$ cat config.mk
export PLATFORM = sky130hd
export DESIGN_NAME = cssim_ctrl
export DESIGN_NICKNAME = d
export VERILOG_FILES = /design/src/rtl/cosine_similarity_stream_top_defines.svh /design/src/rtl/cssim_pkg.sv /design/src/rtl/cssim_ctrl.sv
export SDC_FILE = /design/constraint.sdc
export NUM_CORES = 1
export LEC_CHECK = 0
export BUFFER_PORTS_ARGS = -buffer_cell sky130_fd_sc_hd__buf_2
export CAP_MARGIN = 30
export CORE_AREA = 3 3 41 43
export DETAILED_ROUTE_END_ITERATION = 8
export DIE_AREA = 0 0 44 46
export HOLD_SLACK_MARGIN = 0.15
export PLACE_DENSITY_LB_ADDON = 0.2
export SLEW_MARGIN = 10
export SYNTH_ARGS = -nofsm -noshare
export SYNTH_HDL_FRONTEND = slang
export SYNTH_SLANG_ARGS = --single-unit
$ cat constraint.sdc
create_clock -name clock -period 2.35 [get_ports clock]
set_clock_uncertainty 0.15 [all_clocks]
set_input_delay 0.1175 -clock clock [delete_from_list [all_inputs] [get_ports clock]]
set_output_delay 0.1175 -clock clock [all_outputs]
set_load 0.005 [all_outputs]
$ cat src/rtl/cosine_similarity_stream_top_defines.svh
// ----------------------------------------------------------------------------
// Cosine similarity stream: assertion macros
// Shared property wrappers; define ASSERT_OFF to compile them away.
// ----------------------------------------------------------------------------
`ifndef COSINE_SIMILARITY_STREAM_TOP_DEFINES_SVH
`define COSINE_SIMILARITY_STREAM_TOP_DEFINES_SVH

`ifndef ASSERT_OFF

// same-cycle implication
`define ASSERT_IMPLY(label, clk, rst, ante, cons) \
   label: assert property (@(posedge clk) disable iff (rst) (ante) |-> (cons)) \
      else $error("assertion failed");

// next-cycle implication
`define ASSERT_NEXT(label, clk, rst, ante, cons) \
   label: assert property (@(posedge clk) disable iff (rst) (ante) |=> (cons)) \
      else $error("assertion failed");

`else

`define ASSERT_IMPLY(label, clk, rst, ante, cons)
`define ASSERT_NEXT(label, clk, rst, ante, cons)

`endif

`endif

$ cat src/rtl/cssim_pkg.sv
// ----------------------------------------------------------------------------
// Cosine similarity stream: shared package
// Widths, saturation limits and controller/datapath interface structs.
// ----------------------------------------------------------------------------
`default_nettype none

package cssim_pkg;

   localparam int ELEM_BITS    = 16;
   localparam int FIELD_BITS   = 16;
   localparam int DOT_BITS     = 43;
   localparam int NORM_BITS    = 41;
   localparam int Q_BITS       = 16;
   localparam int ROOT_BITS    = 16;
   localparam int BIT_W        = $clog2(ROOT_BITS);
   localparam int MUL_W        = 2 * DOT_BITS;
   localparam int MUL_CNT_BITS = $clog2(DOT_BITS);
   localparam int R_SHIFT      = 2 * (ROOT_BITS - 1);
   localparam int SRCH_W       = MUL_W + R_SHIFT;

   localparam logic [ROOT_BITS-1:0] POS_MAX = ROOT_BITS'(32767);
   localparam logic [ROOT_BITS-1:0] NEG_CAP = ROOT_BITS'(32768);

   typedef struct packed {
      logic acc_en;
      logic snap;
      logic mul_step;
      logic load_r;
      logic srch_init;
      logic srch_a;
      logic srch_b;
      logic out_load;
   } cmd_type;

   typedef struct packed {
      logic zero_norm;
      logic mul_last;
      logic bit_zero;
      logic out_free;
   } status_type;

endpackage

`default_nettype wire

$ cat src/rtl/cssim_ctrl.sv
// ----------------------------------------------------------------------------
// Cosine similarity stream: controller
// Sequences accumulation, the two shift-add products, the root search and
// the hand-off of each result to the output register.
// ----------------------------------------------------------------------------
`default_nettype none

module cssim_ctrl (
   input  wire                     clock,
   input  wire                     reset,
   input  wire                     req_tvalid,
   input  wire                     req_tlast,
   output logic                    req_tready,
   input  cssim_pkg::status_type   status,
   output cssim_pkg::cmd_type      cmd
);

   typedef enum logic [8:0] {
      ST_ACC   = 9'b000000001,
      ST_PREP  = 9'b000000010,
      ST_MULP  = 9'b000000100,
      ST_LDR   = 9'b000001000,
      ST_MULR  = 9'b000010000,
      ST_SINIT = 9'b000100000,
      ST_SA    = 9'b001000000,
      ST_SB    = 9'b010000000,
      ST_DONE  = 9'b100000000
   } state_type;

   state_type state_ff, state_in;
   logic      accept;

   assign req_tready = (state_ff == ST_ACC);
   assign accept     = req_tvalid && req_tready;

   always_comb begin
      state_in = state_ff;
      cmd      = '0;
      cmd.acc_en = accept;
      case (state_ff)
         ST_ACC: begin
            if (accept && req_tlast) begin
               state_in = ST_PREP;
            end
         end
         ST_PREP: begin
            cmd.snap = 1'b1;
            state_in = status.zero_norm ? ST_DONE : ST_MULP;
         end
         ST_MULP: begin
            cmd.mul_step = 1'b1;
            if (status.mul_last) begin
               state_in = ST_LDR;
            end
         end
         ST_LDR: begin
            cmd.load_r = 1'b1;
            state_in   = ST_MULR;
         end
         ST_MULR: begin
            cmd.mul_step = 1'b1;
            if (status.mul_last) begin
               state_in = ST_SINIT;
            end
         end
         ST_SINIT: begin
            cmd.srch_init = 1'b1;
            state_in      = ST_SA;
         end
         ST_SA: begin
            cmd.srch_a = 1'b1;
            state_in   = ST_SB;
         end
         ST_SB: begin
            cmd.srch_b = 1'b1;
            state_in   = status.bit_zero ? ST_DONE : ST_SA;
         end
         ST_DONE: begin
            // hold until the output register can take the word
            if (status.out_free) begin
               cmd.out_load = 1'b1;
               state_in     = ST_ACC;
            end
         end
         default: begin
            state_in = ST_ACC;
         end
      endcase
   end

   always_ff @(posedge clock) begin
      if (reset) begin
         state_ff <= ST_ACC;
      end else begin
         state_ff <= state_in;
      end
   end

endmodule

`default_nettype wire

Yosys cells after proc, flatten, opt, wreduce, memory -nomap -nowiden
Cells that the tools add are included.
{"block": "word_totals", "out_inout_bits": 9, "regBits": 9, "in_bits": 8, "latch_bits": 0, "rom_bits": 0, "memories": 0, "ramBits": 0}
{"block": "classes", "bitwise": 0, "n_eq_ne": 13, "order_cmp": 0, "add_sub_neg": 0, "mul": 0, "reduce_logical": 4, "n_div": 0, "n_mux": 15, "n_shift": 0}
{"cell": "one-hot mux 9 bit (9 select lines)", "count": 1}
{"cell": "2-to-1 mux 9 bit", "count": 6}
{"cell": "equality test 9 x 1 -> 1 bit (second input constant)", "count": 1}
{"cell": "equality test 9 x 2 -> 1 bit (second input constant)", "count": 1}
{"cell": "equality test 9 x 3 -> 1 bit (second input constant)", "count": 1}
{"cell": "equality test 9 x 4 -> 1 bit (second input constant)", "count": 1}
{"cell": "equality test 9 x 5 -> 1 bit (second input constant)", "count": 1}
{"cell": "equality test 9 x 6 -> 1 bit (second input constant)", "count": 1}
{"cell": "equality test 9 x 7 -> 1 bit (second input constant)", "count": 1}
{"cell": "equality test 9 x 8 -> 1 bit (second input constant)", "count": 1}
{"cell": "equality test 9 bit (second input constant)", "count": 1}
{"cell": "2-to-1 mux 1 bit", "count": 8}
{"cell": "inequality test 2 bit (second input constant)", "count": 3}
{"cell": "AND reduction 4 bit", "count": 1}
{"cell": "logical AND 1 bit", "count": 2}
{"cell": "inequality test 2 x 1 -> 1 bit (second input constant)", "count": 1}
{"cell": "OR reduction 2 bit", "count": 1}

Logic depth before layout (Yosys ltp)
Gate-level depths: netlist of the first run.
{"block": "depth", "ltp_word": 5, "depth_mapped": 6, "mapped_depth_nobuf": 5}

Worst setup path after synthesis of the first run
No wires, ideal clock.
{"block": "synth_path", "path_type": "flip-flop to flip-flop", "startpoint": "register state_ff[5]", "endpoint": "register state_ff[0]", "setup_slack_ns": 0.505, "stages_incl_launch_ff": 7, "t_arrival_ns": 1.581, "path_buffers": 1, "period_less_slack_ns": 1.845, "path_cell_list": "dfxtp_1 -> buf_6 -> or4_4 -> nor3_4 -> o2bb2ai_2 -> o21bai_2 -> a21o_1"}
{"block": "synth_via", "elab_chain_cells": 5}
{"item": "start, declared", "line": "cssim_ctrl.sv:30", "source": "state_type state_ff, state_in;"}
{"item": "start signal, assigned", "line": "cssim_ctrl.sv:95", "source": "state_ff <= state_in;"}
{"item": "equality test 9 x 1 -> 1 bit *", "line": "cssim_ctrl.sv:33", "source": "assign req_tready = (state_ff == ST_ACC);"}
{"item": "named net req_tready", "line": "cssim_ctrl.sv:13", "source": "output logic req_tready,"}
{"item": "logical AND 1 bit", "line": "cssim_ctrl.sv:34", "source": "assign accept = req_tvalid && req_tready;"}
{"item": "logical AND 1 bit", "line": "cssim_ctrl.sv:42", "source": "if (accept && req_tlast) begin"}
{"item": "inequality test 2 x 1 -> 1 bit (no source line)"}
{"item": "AND reduction 4 bit (no source line)"}
Mark *: on every way through the listed nets, which the timed path passes. The rest lies on a longest branch.
A chain may end at the register's enable or synchronous reset.

Final worst setup path of the first run
{"block": "layout_path", "startpoint": "register state_ff[5]", "endpoint": "register state_ff[8]"}
{"block": "layout_via", "elab_chain_cells": 5}
{"item": "equality test 9 x 1 -> 1 bit", "line": "cssim_ctrl.sv:33, cssim_ctrl.sv:40"}
{"item": "logical AND 1 bit", "line": "cssim_ctrl.sv:34"}
{"item": "logical AND 1 bit", "line": "cssim_ctrl.sv:42"}
{"item": "inequality test 2 x 1 -> 1 bit (no source line)"}
{"item": "AND reduction 4 bit (no source line)"}
Several ways; a longest one is shown, not always the timed one.

==> impl_metrics.toml, run 1 <==
[detailed_routing]
avgViaCountPerCell = 5.64
drt_iter0_markers = 19
post-route-drc-count = 0
postRouteAntennaNets = 0
wire_per_inst_microns = 13.6
first_pass_iters = 4
totalWireLength_microns = 1550
vias = 643

[clock_tree]
cts_inserted_buffers = 3
cts_root_buf = "clkbuf_4"
cts_tree = "built"
cts.sinks = 9
htree_num_levels = 1
path_clk_slew_ns = 0.06
clk_latency_ns = 0.27
clock_path_buffers = 2

[place]
dp_hpwl_microns = 1050
io_buffer_count = 16
gp_congestion = 0.774
place_ws_ns = 0.439

[yosys]
syn_inst = 76
async_reset_ff_frac = 0
yosys_warnings = 0
synth_top_area_share = 0.296
synth_area_sq_um = 608
ys_types = 33
synthFlopType = "dfxtp_1"
yosysTopAreaCell = "dfxtp_1"
avgSynthCellArea_sq_um = 8.00
syn_nets = 84
synth-seq-area-share = 0.296
ys_ff_latch = 9
synthTopCellsByArea = "dfxtp_1, nor2_1, nor4b_1, inv_1, nor4_1"
synth_edf_count = 0

[critical_path]
startpoint_type = "register"
cp_cell_sequence = "or4_4 > nor2_2 > and3_1 > a221oi_1 > dlygate4sd3_1 > nor2_1"
arrival_ns = 2.34
critPathKind = "register to register"
critical_path_buf_inv_count = 1
path_delay_family = "simple AND/OR/NAND/NOR gates"
critPathMaxFanout = 9
crit_path_top_delay_cell = "or4_4"
worst_ep_required_time_ns = 2.41
critPathMaxStageDelay_ns = 0.57
worst_setup_path_end_kind = "register"

[sta]
setup_viol = 0
fmax_ghz = 0.439
maxSlewViolCount = 0
rsz0062_at_grt = "false"
max_slew.worst_pin.slew_ns = 0.433
setup_tns_ns = 0
fin_crit_sh = 0.969
slew_headroom = 0.708
hold_viol = 0
min_period_ns = 2.28
finalWorstSetupSlack_ns = 0.0739
holdWs_ns = 0.166

[floorplan]
die-area_sq_um = 2020
die_y_microns = 46
std_cell_rows = 13
boundaryPins = 17
die_w_microns = 44
core_region_area_sq_um = 1330
initial_core_util = 0.456

[pwr]
power_mw = 0.606
p_leak_nw = 0.367
peakVddDrop_v = 0.000423
power_density_nw_per_um2 = 745

[global_route]
grt_pass1_vias = 578
gr-total-overflow = 0
antenna_found_initial = 0
grt_first_pass_wirelength_microns = 2340
grt_max_degree = 10
grt_usage = 0.160

[min_path]
hp-class = "primary input to register"

[finish]
largest_reg_flops = 9
area_delta_synth_final_pct = 33.7
n_antenna_cell = 0
max_flop_register = "state_ff"
utilization = 0.610
nets = 108
largestRegisters = "state_ff (9)"
drive_gt1_frac = 0.303

[job]
max_cap_viol_count = 0

[outcome]
status = "completed"
worst min-delay path, cell delays in order:
cell       delay (ns)
buf_2            0.09
nand2_1          0.10
o2bb2ai_4        0.17
nor4_1           0.06
report_power, final:
part           switching [mW]  total [mW]  leakage [nW]  internal, mW
Clock                  0.0590       0.125        0.0150        0.0658
Sequential             0.0338       0.205        0.0727         0.171
Combinational           0.122       0.276         0.279         0.154
Total                   0.215       0.606         0.367         0.391
layer usage:
layer	track usage	wire length [microns]	up-vias
met5	0	0	-
met4	0.108	38	0
met3	0.0356	108	5
met2	0.241	715	22
met1	0.201	685	293
li1	-	-	323
cell families (layout without fill, tap and decap cells):
| family | after synthesis | in the layout | share of synthesized area |
|---|---|---|---|
| buffers and inverters | 12 | 35 | 0.0946 |
| AO/OA/AOI/OAI | 15 | 15 | 0.198 |
| AND/OR/NAND/NOR | 38 | 38 | 0.383 |
| flip-flops | 9 | 9 | 0.296 |
| XOR/XNOR | 2 | 2 | 0.0288 |
cells in the mapped netlist, drive strengths merged, types with 2 or more instances:
library cell and number:
nor2 10, dfxtp 9, inv 7, nor3 5
buf 4, nor4 4, nor4b 4, o21ai 4
a21oi 3, nand2 3, nand3 3, and3 2
and4 2, o211a 2, or4 2, xor2 2
layout by cell type (no fill, tap or decap):
cell type      Yosys  layout
buf_2              1      16
nor2_1            10       9
dlygate4sd3_1      0       8
dfxtp_1            9       8
inv_1              7       7
nor4b_1            4       4
nand2_1            3       3
nor3_1             4       3
nor4_1             4       3
nand3_1            3       3
o21ai_0            3       3
clkbuf_4           0       3
and4_1             2       2
and3_1             2       2
xor2_1             2       2
o211a_1            2       2
a21oi_1            2       2
or4_1              1       1
nor3_2             0       1
nor3b_1            1       1
or4_4              1       1
nor2_2             0       1
or4b_4             0       1
nor3_4             1       1
and2_1             1       1
nor4_2             0       1
a21oi_2            1       1
o2bb2ai_4          0       1
a221oi_1           1       1
o21ai_1            1       1
a211o_1            1       1
o21bai_2           1       1
a21o_1             1       1
o21ba_2            1       1
clkbuf_1           1       1
dfxtp_2            0       1
timing repair:
| action | in CTS | in global routing |
|---|---|---|
| hold endpoints to repair | 9 | 1 |
| setup buffers | 0 | 0 |
| hold buffers | 7 | 1 |
| gates resized for setup | 0 | 6 |
| endpoints found under the setup margin | 0 | 2 |
path summary, 6_finish.rpt:
path / from / endpoint / slack (ns) / depth (start not counted)
min reg2reg: state_ff[5] / state_ff[6] / 0.49 / 2
max reg2reg: state_ff[5] / state_ff[8] / 0.07 / 6
max: state_ff[5] / state_ff[8] / 0.07 / 6
min: req_tlast / state_ff[3] / 0.17 / 4
through the flow:
step	instance area, sq um	cells
CTS	772	113
global placement	676	102
global route	813	114
detailed placement	676	102
floorplan	608	76
finish	813	114
final cells by class:
class	count	area [sq um]
fill	120	520
tap	15	18.8
clock buffer	4	26.3
timing repair buffer	24	160
multi-input combinational	55	400
inverter	7	26.3
sequential	9	181
(Power assumes the default switching activity.)
==> run 2: changes to the inputs <==
--- a/config.mk
+++ b/config.mk
@@ -12,7 +12,8 @@
 export DIE_AREA = 0 0 44 46
 export HOLD_SLACK_MARGIN = 0.15
 export PLACE_DENSITY_LB_ADDON = 0.2
-export SLEW_MARGIN = 10
+export SETUP_SLACK_MARGIN = 0.3
+export SLEW_MARGIN = 20
 export SYNTH_ARGS = -nofsm -noshare
 export SYNTH_HDL_FRONTEND = slang
 export SYNTH_SLANG_ARGS = --single-unit
==> impl_metrics.toml, run 2 (synthesized netlist as in run 1, its figures left out) <==
[global_route]
grt_first_pass_wirelength_microns = 2340
grt_pass1_vias = 572
grt_usage = 0.161
grt_max_degree = 10
grt_util_met3 = 0.0356
met2_usage = 0.238
gr-total-overflow = 0
antenna_found_initial = 0
grt_util_met1 = 0.206
busiest_layer = "met2"

[sta]
rsz0062_at_grt = "true"
maxSlewViolCount = 0
slew_headroom = 0.739
min_period_ns = 1.97
max_slew.worst_pin.slew_ns = 0.387
fmax_ghz = 0.508
setup_tns_ns = 0
holdWs_ns = 0.145
hold_viol = 0
setup_viol = 0
fin_crit_sh = 0.837
finalWorstSetupSlack_ns = 0.383

[min_path]
min_to = "state_ff[5]"
hold_depth = 4
hp-start = "req_tlast"
hp-class = "primary input to register"

[pwr]
p_seq_frac = 0.349
swShare = 0.363
peakVddDrop_v = 0.000402
power_mw = 0.588
clkPwrFrac = 0.215
p_sw_mw = 0.214
p_leak_nw = 0.348
internal_power_mw = 0.374
power_density_nw_per_um2 = 755
combinationalPowerShare = 0.436

[floorplan]
die_w_microns = 44
die_y_microns = 46
core_region_area_sq_um = 1330
initial_core_util = 0.456
std_cell_rows = 13
die-area_sq_um = 2020
boundaryPins = 17

[detailed_routing]
avgViaCountPerCell = 5.78
vias = 642
first_pass_iters = 4
wire_per_inst_microns = 12.9
totalWireLength_microns = 1440
postRouteAntennaNets = 0
drt_iter0_markers = 18
post-route-drc-count = 0

[finish]
design_area_sq_um = 778
final_cell_mix = "buf_2, nor2_1, inv_1"
nets = 105
max_flop_register = "state_ff"
drive_gt1_frac = 0.354
n_antenna_cell = 0
largestRegisters = "state_ff (9)"
largest_reg_flops = 9
area_delta_synth_final_pct = 28.0
final_common_cell = "buf_2"

[job]
max_cap_viol_count = 0

[critical_path]
worst_setup_path_end_kind = "output pin"
reg2reg_from = "state_ff[1]"
cp_cell_sequence = "or4_4 > nor2_2 > and4_1 > buf_2"
r2r-end = "state_ff[0]"
r2r_setup_slack_ns = 0.44
critPathKind = "register to output pin"
critPathMaxFanout = 5
crit_path_top_delay_cell = "or4_4"
startpoint_type = "register"
rr_worst_depth = 5
worst_ep_required_time_ns = 2.08
critPathMaxStageDelay_ns = 0.57
arrival_ns = 1.70

[outcome]
status = "completed"

[place]
dp_hpwl_microns = 1050
place_area_sq_um = 676
gp_congestion = 0.774
io_buffer_count = 16
place_ws_ns = 0.439

[clock_tree]
cts_root_buf = "clkbuf_4"
path_clk_slew_ns = 0.07
cts_tree = "built"
cts_inserted_buffers = 3
cts.sinks = 9
clk_latency_ns = 0.27
htree_num_levels = 1
clock_path_buffers = 2
-- run 2: cell type report --
type | instances | area, sq um
Tap cell | 15 | 18.8
Sequential cell | 9 | 185
Inverter | 7 | 26.3
Timing Repair Buffer | 21 | 130
Clock buffer | 4 | 26.3
Fill cell | 123 | 556
Multi-Input combinational cell | 55 | 392
-- run 2: worst max path at each step --
stage,start,endpoint,slack [ns],depth (start not counted)
4_1_cts,state_ff[3],cmd[3],0.31,5
5_1_grt,state_ff[2],cmd[3],0.28,5
6_report,state_ff[4],cmd[4],0.38,4
3_5_place_dp,state_ff[0],state_ff[0],0.44,5
3_3_place_gp,state_ff[0],state_ff[0],0.46,5
2_1_floorplan,state_ff[5],state_ff[0],0.51,6
-- run 2: worst max-delay path, delay by kind of cell, from the launching register on --
kind                   cells  cell delay, ns
and+or+nand+nor            3            0.95
DFF                        1            0.35
buffers and inverters      1            0.12
-- run 2: through the flow --
stage,instances,utilization
4_1_cts,111,0.568
2_1_floorplan,76,-
3_3_place_gp,102,0.507
3_5_place_dp,102,0.507
6_report,111,0.583
5_1_grt,111,0.583
-- run 2: metal layers --
layer / vias up / wire length, microns
li1: 315 / -
met1: 285 / 643
met2: 37 / 619
met3: 5 / 135
met4: 0 / 37
met5: - / 0
-- run 2: timing repair --
item                                   CTS  global route
setup endpoints to repair                1             4
resized for setup                        1             8
pin swaps                                0             1
endpoints found under the hold margin    9             0
hold buffers                             5             0
buffers inserted                         0             0
-- run 2: power by group through the flow --
stage / Clock (mW) / Combinational [mW] / Sequential, mW
after global placement: 0 / 0.230 / 0.203
after CTS: 0.129 / 0.239 / 0.200
final: 0.126 / 0.256 / 0.205
after floorplan: 0 / 0.200 / 0.184
after detailed placement: 0 / 0.229 / 0.203
after global routing: 0.137 / 0.277 / 0.210
==> run 3: changes to the inputs <==
==> constraint.sdc (replaced) <==
create_clock -name clock -period 2 [get_ports clock]
set_clock_uncertainty 0.15 [all_clocks]
set_input_delay 0.1 -clock clock [delete_from_list [all_inputs] [get_ports clock]]
set_output_delay 0.1 -clock clock [all_outputs]
set_load 0.005 [all_outputs]
==> impl_metrics.toml, run 3 (synthesized netlist as in run 1, its figures left out) <==
[critical_path]
crit_path_top_delay_cell = "or4_4"
critPathMaxStageDelay_ns = 0.56
critPathMaxFanout = 4
arrival_ns = 1.67
cp_cell_sequence = "or4_4 > nor3_4 > nand2_2 > nor3b_2 > buf_2"
critPathKind = "register to output pin"
startpoint_type = "register"
worst_ep_required_time_ns = 1.75
path_delay_family = "simple AND/OR/NAND/NOR gates"
worst_setup_path_end_kind = "output pin"
critical_path_buf_inv_count = 1

[sta]
setup_tns_ns = 0
hold_viol = 0
fin_crit_sh = 0.962
holdWs_ns = 0.144
setup_viol = 0
fmax_ghz = 0.520
maxSlewViolCount = 0
max_slew.worst_pin.slew_ns = 0.405
min_period_ns = 1.92
slew_headroom = 0.730
rsz0062_at_grt = "true"

[detailed_routing]
routed.top_layer = "met3"
avgViaCountPerCell = 5.65
wl_met3_microns = 106
wire_per_inst_microns = 15.0
totalWireLength_microns = 1800
drt_iter0_markers = 15
post-route-drc-count = 0
routed-wl-met2_microns = 928
vias = 678
first_pass_iters = 4
postRouteAntennaNets = 0
drt-met1-wl_microns = 767

[finish]
regArea_sq_um = 203
n_antenna_cell = 0
area_delta_synth_final_pct = 63.2
utilization = 0.744
nets = 114
max_flop_register = "state_ff"
largestRegisters = "state_ff (9)"
final_cell_mix = "buf_2, nor2_1, inv_1"
drive_gt1_frac = 0.552
nFillCells = 94
fin_cells = 120
final_common_cell = "buf_2"
multiInputGateArea_sq_um = 497
largest_reg_flops = 9
design_area_sq_um = 992

[clock_tree]
cts_inserted_buffers = 3
path_clk_slew_ns = 0.07
htree_num_levels = 1
cts.sinks = 9
cts_root_buf = "clkbuf_4"
clk_latency_ns = 0.26
clock_path_buffers = 2
cts_tree = "built"

[place]
dp_cells = 103
dp_hpwl_microns = 1110
io_buffer_count = 16
gp_congestion = 0.872
place_area_sq_um = 702

[floorplan]
die-area_sq_um = 2020
initial_core_util = 0.456
core_region_area_sq_um = 1330
boundaryPins = 17
std_cell_rows = 13
die_y_microns = 46
die_w_microns = 44

[global_route]
grt_max_degree = 10
antenna_found_initial = 0
gr-total-overflow = 0
grt_first_pass_wirelength_microns = 2630
grt_pass1_vias = 625
grt_usage = 0.180

[min_path]
hp-class = "primary input to register"

[pwr]
p_leak_nw = 0.416
power_density_nw_per_um2 = 869
peakVddDrop_v = 0.000543

[outcome]
status = "completed"

[job]
max_cap_viol_count = 0
-- run 3: cell count changes in the layout (fill, tap and decap cells not counted), moves of 2 or more --
cell,delta
dfxtp_4,+5
nor4b_1,-3
nor4b_2,+2
dfxtp_1,-4
nor4_1,-4
buf_6,+5
buf_4,+6
buf_2,-2
nor4_2,+3
-- run 3: where the power goes --
part | leakage, nW | internal [mW] | switching [mW]
combinational | 0.324 | 0.280 | 0.180
clock | 0.0150 | 0.0768 | 0.0660
sequential | 0.0777 | 0.202 | 0.0567
total | 0.416 | 0.559 | 0.303
-- run 3: layout make-up --
cell class / instances / share of cell area
clock buffers: 4 / 0.0265
inverters: 7 / 0.0265
multi-input cells: 55 / 0.501
flip-flops and latches: 9 / 0.204
well taps: 15 / 0.0189
repair buffers: 30 / 0.223
-- run 3: final timing paths --
check | start | to | slack (ns) | depth (start not counted)
max reg2reg | state_ff[2] | state_ff[0] | 0.08 | 6
min reg2reg | state_ff[4] | state_ff[6] | 0.45 | 3
min | req_tlast | state_ff[5] | 0.14 | 4
max | state_ff[3] | cmd[3] | 0.08 | 5
-- run 3: timing repair --
action                                 in CTS  in global routing
hold buffers                                5                  0
endpoints found under the hold margin       9                  0
gates cloned                                0                  0
setup endpoints to repair                  16                 17
pin swaps                                   7                  5
setup buffers                               5                  3
gates resized for setup                    17                 20
-- run 3: worst min-delay path, cell delays in order --
cell and delay, ns:
buf_2 0.09, nand2_1 0.11, o2bb2ai_4 0.17, nor4_2 0.05
-- run 3: stage by stage --
step	total power, mW	setup slack, ns
5_1_grt	0.917	-0.00976
2_1_floorplan	0.494	0.198
6_report	0.862	0.0761
3_5_place_dp	0.546	0.0602
4_1_cts	0.772	0.0661
3_3_place_gp	0.537	0.140
-- run 3: metal layers --
| layer | GRT usage | vias up |
|---|---|---|
| met2 | 0.320 | 23 |
| met3 | 0.0474 | 0 |
| met4 | 0.0542 | 0 |
| met5 | 0 | - |
| met1 | 0.209 | 317 |
| li1 | - | 338 |
